File: src/rtl/npc_pkg.sv
// npc_pkg: shared constants, control structs and the component clip function
// for the nearest palette colour search block
// no dependencies
package npc_pkg;

	// palette geometry
	localparam int PALETTE_DEPTH  = 256;
	localparam int COMPONENT_BITS = 8;

	// fixed field widths
	localparam int IN_W    = 16;
	localparam int SLOT_W  = 8;
	localparam int OUT_W   = 8;
	localparam int COUNT_W = 9;

	// derived widths
	localparam int IDX_W   = $clog2(PALETTE_DEPTH);
	localparam int CNT_W   = $clog2(PALETTE_DEPTH + 1);
	localparam int ENTRY_W = 3 * COMPONENT_BITS;
	localparam int SQ_W    = 2 * COMPONENT_BITS;
	localparam int DIST_W  = 2 * COMPONENT_BITS + 3;

	// channel weights
	localparam int RED_WEIGHT   = 2;
	localparam int GREEN_WEIGHT = 4;
	localparam int BLUE_WEIGHT  = 1;

	// register reset value
	localparam int COUNT_RESET = 256;

	// op codes
	localparam logic OP_WRITE = 1'b0;
	localparam logic OP_QUERY = 1'b1;

	typedef logic [COMPONENT_BITS-1:0] comp_t;

	// palette cell control, common to every cell
	typedef struct packed {
		logic shift;
		logic wr;
	} npc_cell_ctl_t;

	// feed from the ring head into the distance pipeline
	typedef struct packed {
		logic             clear;
		logic             valid;
		logic [IDX_W-1:0] idx;
	} npc_feed_t;

	// clip a signed component to 0 .. 2^COMPONENT_BITS-1
	function automatic comp_t clip_comp(input logic signed [IN_W-1:0] v);
		comp_t res;
		if (v < 0) begin
			res = '0;
		end else if (v > IN_W'((1 << COMPONENT_BITS) - 1)) begin
			res = '1;
		end else begin
			res = v[COMPONENT_BITS-1:0];
		end
		return res;
	endfunction

endpackage

File: src/rtl/npc_cell.sv
// npc_cell: one palette entry of the rotating palette ring
// depends on npc_pkg
module npc_cell (
	input  logic                         clk,
	input  npc_pkg::npc_cell_ctl_t       ctl,
	input  logic                         sel,
	input  logic [npc_pkg::ENTRY_W-1:0]  wr_data,
	input  logic [npc_pkg::ENTRY_W-1:0]  nbr_data,
	output logic [npc_pkg::ENTRY_W-1:0]  data_q
);
	import npc_pkg::*;

	// write from the input channel, or take the neighbor's entry during a scan
	always_ff @(posedge clk) begin
		if (ctl.wr && sel) begin
			data_q <= wr_data;
		end else if (ctl.shift) begin
			data_q <= nbr_data;
		end
	end

endmodule

File: config.mk
export PLATFORM = sky130hd
export DESIGN_NAME = npc_cell
export DESIGN_NICKNAME = d
export VERILOG_FILES = /design/src/rtl/npc_pkg.sv /design/src/rtl/npc_cell.sv
export SDC_FILE = /design/constraint.sdc
export NUM_CORES = 1
export LEC_CHECK = 0
export ABC_AREA = 1
export CAP_MARGIN = 30
export CORE_UTILIZATION = 54
export DETAILED_ROUTE_END_ITERATION = 16
export DONT_BUFFER_PORTS = 1
export GPL_TIMING_DRIVEN = 0
export PLACE_DENSITY_LB_ADDON = 0.1
export REMOVE_ABC_BUFFERS = 1
export SYNTH_ARGS = -nofsm -noshare
export SYNTH_HDL_FRONTEND = slang
export SYNTH_SLANG_ARGS = --single-unit
File: constraint.sdc
create_clock -name clk -period 2.3 [get_ports clk]
set_input_delay 0.115 -clock clk [delete_from_list [all_inputs] [get_ports clk]]
set_output_delay 0.115 -clock clk [all_outputs]
set_load 0.01 [all_outputs]
==> qor.txt <==
Root Buffer: clkbuf_4
Router iterations before antenna repair: 6
Critical setup path kind: input pin to flip-flop
Largest registers: data_q (24)
Synth Register Bits: 24
Crit path capture type: flip-flop
Clock share of power: 21.1%
Setup crit start kind: input pin
Hpwl dp: 1300 µm
Buf/Inv on CP: 2
DIE WIDTH: 48.0 µm
Post-DP Area: 0.00109 mm²
Post-synth top area cell: edfxtp_1
Synth unique cells: 9
Pleak: 0.589 nW
Post-DR wirelength/cell: 14.6 µm
CTS tree: yes
Largest net degree at the start of global routing: 26
Setup WS post-layout: 1.05 ns
Die Area: 0.00231 mm²
Primary FF master, synth: edfxtp_1
Post-synthesis adder-cell area fraction: 0%
Largest Register: data_q
Clk buf depth: 2
Final Cell Area: 0.00139 mm²
Post-Synthesis Cells: 107
Die Y: 48.0 µm
Maximum operating frequency: 799 MHz
Antenna fix cells: 0
Port-buffer cells: 0
Family with the most delay on the worst path: buffers and inverters
WP depth: 4
Simple logic cell fraction of the synthesized area: 29.0%
Grt ovf: 0
Postcts setup bufs: 0
First-pass GRT wire length: 3190 µm
Async SR Flop Fraction: 0%
Post-synth EDFFs: 24
Total internal power: 0.660 mW
Compound-Gate Fraction of Synth Area: 0%
Final Hold Vio Count: 0
NetSw: 0.207 mW
VDD IR-drop max: 0.325 mV
Crit path to: data_q[17]
Final Hold Slack: 0.00889 ns
Syn Area/Cell: 10.7 µm²
Antenna viol nets, final: 0
Routed WL: 2290 µm
Post-Syn Area: 0.00114 mm²
Endpoints failing setup: 0
Total GRT Usage: 20.5%
Worst-Margin Slew: 0.992 ns
Syn-to-layout area delta: 21.1%
Post-route clock period utilization: 54.4%
Critical Path Source: nbr_data[17]
Switching share of power: 23.9%
Fin. max-slew vios: 0
Status: completed
Post-Synth XOR/XNOR Area: 0%
Share of cells above drive strength 1: 5.38%
Cell count after placement: 126
Starting DRC count in detailed routing: 17
Worst hold path class: input pin to flip-flop
Vias in the first global route: 736
Antenna violations before repair: 0
Setup WS pre-CTS: 0.908 ns
Via count: 831
Placement row count: 16
Top cells by count, synth: nand2_1, edfxtp_1, nand3_1
Fin Setup TNS: 0 ns
Cell with the most instances after synthesis: nand2_1
CTS Sinks: 24
Htree depth: 1
Top post-synthesis cells by area: edfxtp_1, nand2_1, nand3_1, buf_6, nand2_8
CTS buffer count: 3
Initial Utilization: 57.8%
Sequential power share: 67.9%
Post-layout minimum cycle time: 1.25 ns
CP cell instances: dlygate4sd3_1 -> nand2_1 -> nand2_1 -> dlygate4sd3_1
Crit path DAT: 1.32 ns
Fin cells: 157
Post-synth top area share: 63.0%
Multiplexer area fraction after synthesis: 0%
Fillers: 137
Worst EP required: 2.37 ns
RSZ-0062 raised after global routing: no
CP max FO: 1
Max-slew headroom: 33.7%
Sequential area share after synthesis: 63.0%
Clock Pin Slew Worst Setup and Hold Paths: 0.13 ns
GP Congestion: 0.607
Largest stage delay, worst path: 0.55 ns
Yosys Warn Count: 0
Max FFs per register: 24
Main combinational cell family by area after synthesis: simple AND/OR/NAND/NOR gates
Cell Pwr Density: 625 mW/mm²
IO Count: 76
Slowest CP cell: dlygate4sd3_1
Via density: 5.29
DRC Markers: 0
Hold Crit Depth: 2
Final Net Count: 183
Core area: 0.00198 mm²
Maxcap violations: 0
Gate power share: 11.0%
==> what timing repair did <==
item	in CTS	in global routing
hold endpoints to repair	24	0
resized for setup	0	0
hold buffers	27	0
==> power groups by stage <==
stage	clock network, mW	registers, mW	logic (mW)
6_report	0.183	0.588	0.0951
4_1_cts	0.188	0.590	0.0936
5_1_grt	0.200	0.597	0.106
2_1_floorplan	0	0.592	0.0450
3_5_place_dp	0	0.599	0.0552
3_3_place_gp	0	0.598	0.0514
==> routing by layer <==
| layer | vias up | global-route usage [%] | part of all wire (%) |
|---|---|---|---|
| met3 | 2 | 4.91 | 9.1 |
| li1 | 405 | - | - |
| met5 | - | 0 | 0 |
| met2 | 49 | 36.5 | 54 |
| met4 | 0 | 8.33 | 0.57 |
| met1 | 375 | 23.4 | 37 |
==> how the worst min path moves through the flow <==
stage	slack [ns]	to	start
floorplan	0.29	data_q[6]	nbr_data[6]
global placement	0.29	data_q[6]	nbr_data[6]
detailed placement	0.29	data_q[6]	nbr_data[6]
CTS	0.0002	data_q[22]	sel
global route	0.004	data_q[13]	wr_data[13]
finish	0.009	data_q[7]	wr_data[7]
==> cell usage in the layout, fill, tap and decap left out <==
cell type and n:
nand2_8 1, clkinv_1 1, clkbuf_4 3, edfxtp_1 24
nand2_2 3, nand2_1 46, inv_1 1, nand3_1 24
dlygate4sd3_1 27
==> cell type report <==
cell class	instances	area (µm²)	share of cell area, %
sequential	24	721	52.0
multi-input combinational	74	332	23.9
timing repair buffer	27	270	19.5
tap	27	33.8	2.44
clock buffer	3	22.5	1.62
clock inverter	1	3.75	0.271
inverter	1	3.75	0.271
==> cell families (layout without fill, tap and decap cells) <==
group | after synthesis | after routing
AND/OR/NAND/NOR | 74 | 74
flip-flops | 24 | 24
buffers and inverters | 9 | 32
==> per-stage QoR <==
stage	utilization [%]	total power, mW
final	69.9	0.867
after global routing	69.9	0.903
after CTS	69.9	0.871
after detailed placement	55.0	0.655
after global placement	55.0	0.650
after floorplan	-	0.637
Note: power is estimated with default switching activity, not from simulation.
