[config.mk]
export PLATFORM = sky130hd
export DESIGN_NAME = npc_dist
export DESIGN_NICKNAME = d
export VERILOG_FILES = /design/src/rtl/npc_pkg.sv /design/src/rtl/npc_dist.sv
export SDC_FILE = /design/constraint.sdc
export NUM_CORES = 1
export LEC_CHECK = 0
export BUFFER_PORTS_ARGS = -buffer_cell sky130_fd_sc_hd__buf_2
export CAP_MARGIN = 20
export CORE_UTILIZATION = 30
export CTS_CLUSTER_DIAMETER = 200
export DETAILED_ROUTE_END_ITERATION = 8
export PLACE_DENSITY = 0.51
export SETUP_SLACK_MARGIN = 0.15
export SYNTH_ARGS = -nofsm -noshare
export SYNTH_HDL_FRONTEND = slang
export SYNTH_SLANG_ARGS = --single-unit
[constraint.sdc]
create_clock -name clk -period 4.4 [get_ports clk]
set_input_delay 0.22 -clock clk [delete_from_list [all_inputs] [get_ports clk]]
set_output_delay 0.22 -clock clk [all_outputs]
set_load 0.005 [all_outputs]
[src/rtl/npc_pkg.sv]
// npc_pkg: shared constants, control structs and the component clip function
// for the nearest palette colour search block
// no dependencies
package npc_pkg;

	// palette geometry
	localparam int PALETTE_DEPTH  = 256;
	localparam int COMPONENT_BITS = 8;

	// fixed field widths
	localparam int IN_W    = 16;
	localparam int SLOT_W  = 8;
	localparam int OUT_W   = 8;
	localparam int COUNT_W = 9;

	// derived widths
	localparam int IDX_W   = $clog2(PALETTE_DEPTH);
	localparam int CNT_W   = $clog2(PALETTE_DEPTH + 1);
	localparam int ENTRY_W = 3 * COMPONENT_BITS;
	localparam int SQ_W    = 2 * COMPONENT_BITS;
	localparam int DIST_W  = 2 * COMPONENT_BITS + 3;

	// channel weights
	localparam int RED_WEIGHT   = 2;
	localparam int GREEN_WEIGHT = 4;
	localparam int BLUE_WEIGHT  = 1;

	// register reset value
	localparam int COUNT_RESET = 256;

	// op codes
	localparam logic OP_WRITE = 1'b0;
	localparam logic OP_QUERY = 1'b1;

	typedef logic [COMPONENT_BITS-1:0] comp_t;

	// palette cell control, common to every cell
	typedef struct packed {
		logic shift;
		logic wr;
	} npc_cell_ctl_t;

	// feed from the ring head into the distance pipeline
	typedef struct packed {
		logic             clear;
		logic             valid;
		logic [IDX_W-1:0] idx;
	} npc_feed_t;

	// clip a signed component to 0 .. 2^COMPONENT_BITS-1
	function automatic comp_t clip_comp(input logic signed [IN_W-1:0] v);
		comp_t res;
		if (v < 0) begin
			res = '0;
		end else if (v > IN_W'((1 << COMPONENT_BITS) - 1)) begin
			res = '1;
		end else begin
			res = v[COMPONENT_BITS-1:0];
		end
		return res;
	endfunction

endpackage

[src/rtl/npc_dist.sv]
// npc_dist: weighted squared distance pipeline and running minimum
// depends on npc_pkg
module npc_dist (
	input  logic                         clk,
	input  logic                         arst_n,
	input  npc_pkg::npc_feed_t           feed,
	input  logic [npc_pkg::ENTRY_W-1:0]  entry,
	input  npc_pkg::comp_t               q_red,
	input  npc_pkg::comp_t               q_green,
	input  npc_pkg::comp_t               q_blue,
	output logic [npc_pkg::IDX_W-1:0]    best_idx_q
);
	import npc_pkg::*;

	comp_t              e_red, e_green, e_blue;
	logic               v_s1, v_s2, v_s3;
	logic [IDX_W-1:0]   idx_s1, idx_s2, idx_s3;
	comp_t              dr_s1, dg_s1, db_s1;
	logic [SQ_W-1:0]    sr_s2, sg_s2, sb_s2;
	logic [DIST_W-1:0]  dist_s3;
	logic [DIST_W-1:0]  best_dist_q;
	logic               have_q;

	assign e_red   = entry[3*COMPONENT_BITS-1:2*COMPONENT_BITS];
	assign e_green = entry[2*COMPONENT_BITS-1:COMPONENT_BITS];
	assign e_blue  = entry[COMPONENT_BITS-1:0];

	// stage valids
	always_ff @(posedge clk or negedge arst_n) begin
		if (!arst_n) begin
			v_s1 <= 1'b0;
			v_s2 <= 1'b0;
			v_s3 <= 1'b0;
		end else begin
			v_s1 <= feed.valid;
			v_s2 <= v_s1;
			v_s3 <= v_s2;
		end
	end

	// absolute differences, squares, weighted sum
	always_ff @(posedge clk) begin
		idx_s1  <= feed.idx;
		dr_s1   <= (e_red > q_red) ? e_red - q_red : q_red - e_red;
		dg_s1   <= (e_green > q_green) ? e_green - q_green : q_green - e_green;
		db_s1   <= (e_blue > q_blue) ? e_blue - q_blue : q_blue - e_blue;
		idx_s2  <= idx_s1;
		sr_s2   <= SQ_W'(dr_s1) * SQ_W'(dr_s1);
		sg_s2   <= SQ_W'(dg_s1) * SQ_W'(dg_s1);
		sb_s2   <= SQ_W'(db_s1) * SQ_W'(db_s1);
		idx_s3  <= idx_s2;
		dist_s3 <= DIST_W'(RED_WEIGHT) * DIST_W'(sr_s2)
		         + DIST_W'(GREEN_WEIGHT) * DIST_W'(sg_s2)
		         + DIST_W'(BLUE_WEIGHT) * DIST_W'(sb_s2);
	end

	// running minimum, first entry wins on a tie
	always_ff @(posedge clk or negedge arst_n) begin
		if (!arst_n) begin
			have_q     <= 1'b0;
			best_idx_q <= '0;
		end else if (feed.clear) begin
			have_q     <= 1'b0;
			best_idx_q <= '0;
		end else if (v_s3 && (!have_q || dist_s3 < best_dist_q)) begin
			have_q     <= 1'b1;
			best_idx_q <= idx_s3;
		end
	end

	always_ff @(posedge clk) begin
		if (v_s3 && (!have_q || dist_s3 < best_dist_q)) begin
			best_dist_q <= dist_s3;
		end
	end

endmodule

==> results.tsv <==
metric	value	unit
crit_family	adder cells	
row_count	71	
globalRouteMet2Util	18.8	%
worst_slew_pin_slew	0.974	ns
synth_area_leaders	dfxtp_1 19%, ha_1 18%, fa_1 16%	
clock-sinks	143	
grt.met1_usage	15.4	%
clk_latency	0.43	ns
relSlewSlack	35.1	%
yosys_warnings	0	
grt_usage	11.6	%
gp_congestion	0.796	
n_antenna_cell	0	
syn_nets	1535	
drc	0	
antenna_found_initial	0	
period_share	92.7	%
slew_viol_final	0	
worstSetupStartpointType	flip-flop	
crit_start	dg_s1[6]	
ff2ff_path_depth	14	
grt_busiest_layer	met2	
fillers	3903	
drive_gt1_share	11.9	%
min_path_type	input port to flip-flop	
worst_path_most_repeated_cell	fa_1	
slowest_stage	fa_1	
rsz0062_at_grt	yes	
grtUsageMet3	2.03	%
arrival	4.43	ns
clock_skew	0.0105	ns
drt-wirelength-per-cell	11.7	um
synth_seq_cells	143	
cts_root_buffer	clkbuf_16	
final_antenna_net_count	0	
critical_path_class	flip-flop to flip-flop	
cts.path.max_buffers	2	
cts_buffers	17	
finalSetupViolations	0	
fp.dieArea	39700	um^2
first_pass_iters	4	
postCtsSetupBuffers	0	
area_growth	14.5	%
fin_crit	4.08	ns
register_area	3150	um^2
nets	1619	
multi_input_area	7700	um^2
ioPinCount	68	
htree_levels	4	
cp_slowest_stage_delay	0.55	ns
synth_cells	1210	
critical_path_buf_inv_count	3	
synth_edf_count	19	
hold_viol	0	
fp.dieW	199	um
synth.top_cell.area_share	19.2	%
cap_violations	0	
avgSynthCellArea	9.65	um^2
async_flop_share	8.39	%
r2r-end	sg_s2[13]	
path_cells	nand2_1 -> fa_1 -> inv_1 -> fa_1 -> fa_1 -> inv_1 -> fa_1 -> inv_1 -> ha_1 -> nor3_1 -> o211ai_1 -> a31o_2 -> a21oi_1 -> xnor2_1	
status	finished, final reports clean	
worst-path-max-fanout	9	
overflow	0	
fin_tns_setup	0	ns
port_buffers	67	
viasPerCell	4.37	
r2r-start	dg_s1[6]	
synth_top_flop_cell	dfxtp_1	
syn-cell-area	11700	um^2
drtIter0Drc	237	
synth_most_common_cell	inv_1	
dp_hpwl	17600	um
crit_path_end_kind	flip-flop	
start_util	30.7	%
grt_pass1_wl	36900	um
path_clk_slew	0.07	ns
ff2ff_setup_slack	0.32	ns
cp-endpoint	sg_s2[13]	
grt_pass1_vias	8020	
synth_top_area_cell	dfxtp_1	
grt_max_degree	19	
wirelength	21300	um
synth_seq_area_share	26.7	%
cts_tree	done	
yosys.cell_types.count	56	
vias	7937	
coreArea	38000	um^2
synth_common_cells	214 x inv_1, 171 x ha_1, 112 x dfxtp_1, 94 x fa_1, 59 x nand2_1	
clock.fmax	245	MHz
cp.required	4.75	ns
die-height	199	um
cp.depth	14	
cell type report:
class                   instances  share of cell area (%)
multi-input cells             836                    57.6
clock inverters                15                    1.36
clock buffers                  17                    3.18
flip-flops and latches        143                    23.5
inverters                     214                    6.01
repair buffers                 82                    3.54
well taps                     511                    4.78
tightest hold or removal path: cells and delay by family:
kind | cells | cell delay, ns
buffers and inverters | 2 | 0.13
adder cells (fa/ha/maj) | 1 | 0.14
state kept, by name, summed over array words and instances (netlist names):
register,cells
best_dist_q,19
best_idx_q,8
db_s1,8
dg_s1,8
dist_s3,19
dr_s1,8
have_q,1
idx_s1,8
idx_s2,8
idx_s3,8
sb_s2,15
sg_s2,15
sr_s2,15
v_s1,1
v_s2,1
v_s3,1
layout by cell type (no fill, tap or decap), types with 4 or more instances in the layout:
cell type | netlist | routed
nand2_1 | 59 | 59
dfxtp_1 | 112 | 91
inv_1 | 214 | 213
mux2i_1 | 25 | 25
o21bai_1 | 6 | 6
and3_1 | 7 | 7
dfrtp_1 | 12 | 12
inv_8 | 0 | 6
o21ai_0 | 38 | 38
xnor2_1 | 58 | 58
a211oi_1 | 9 | 9
dfxtp_2 | 0 | 18
nand2b_1 | 25 | 25
nor3_1 | 20 | 18
xor2_1 | 21 | 21
o41ai_1 | 6 | 6
buf_2 | 4 | 67
nor2_1 | 58 | 55
nand4_1 | 6 | 6
o211ai_1 | 10 | 10
nor2b_1 | 23 | 23
edfxtp_1 | 19 | 19
ha_1 | 171 | 168
a21oi_1 | 51 | 50
o21a_1 | 5 | 5
a21o_1 | 14 | 14
a31o_2 | 7 | 7
nand3_1 | 15 | 15
a31oi_1 | 8 | 8
and2_1 | 58 | 58
clkinv_8 | 0 | 4
mux2_2 | 4 | 4
buf_4 | 2 | 5
clkbuf_16 | 0 | 17
fa_1 | 94 | 94
dlygate4sd3_1 | 0 | 10
metal layers:
metal | vias to the layer above | routed length (um)
met5 | - | 0
met4 | 0 | 385
met3 | 21 | 559
met2 | 91 | 9660
met1 | 3695 | 10700
li1 | 4130 | -
per-stage QoR:
stage	instances	utilization [%]	area (um^2)	hold WS (ns)	worst slack, ns
floorplan	1210	-	11700	-0.0756	0.445
global placement	1776	33.1	12600	0.115	0.269
detailed placement	1776	33.1	12600	0.112	0.166
global route	1818	35.2	13400	0.0951	0.143
CTS	1818	35.0	13300	0.0829	0.145
finish	1818	35.2	13400	0.0920	0.320
how the worst min path moves through the flow:
stage | endpoint | cells past startpoint | startpoint
floorplan | best_idx_q[0] | 0 | arst_n
global placement | best_idx_q[6] | 1 | arst_n
detailed placement | best_idx_q[6] | 1 | arst_n
CTS | dr_s1[0] | 3 | q_red[0]
global route | dr_s1[0] | 3 | q_red[0]
finish | dr_s1[0] | 3 | q_red[0]
what timing repair did:
action	4_1_cts	5_1_grt
endpoints found under the hold margin	21	0
resized for setup	2	33
hold buffers	10	0
setup endpoints to repair	4	14
pin swaps	1	2
cells by family (layout without fill, tap and decap cells):
logic type,count (synthesis),after routing,share of synthesized area [%]
AND/OR/NAND/NOR,282,282,12.3
adder cells (fa/ha/maj),265,265,34.4
buffers and inverters,231,328,7.79
AO/OA/AOI/OAI,178,178,10.1
flip-flops,143,143,26.7
XOR/XNOR,79,79,5.92
multiplexers,31,31,2.79
other,1,1,0.0321
Power is not shown: default switching activity piles up to over one toggle a cycle in this logic, so the estimate is an artifact.
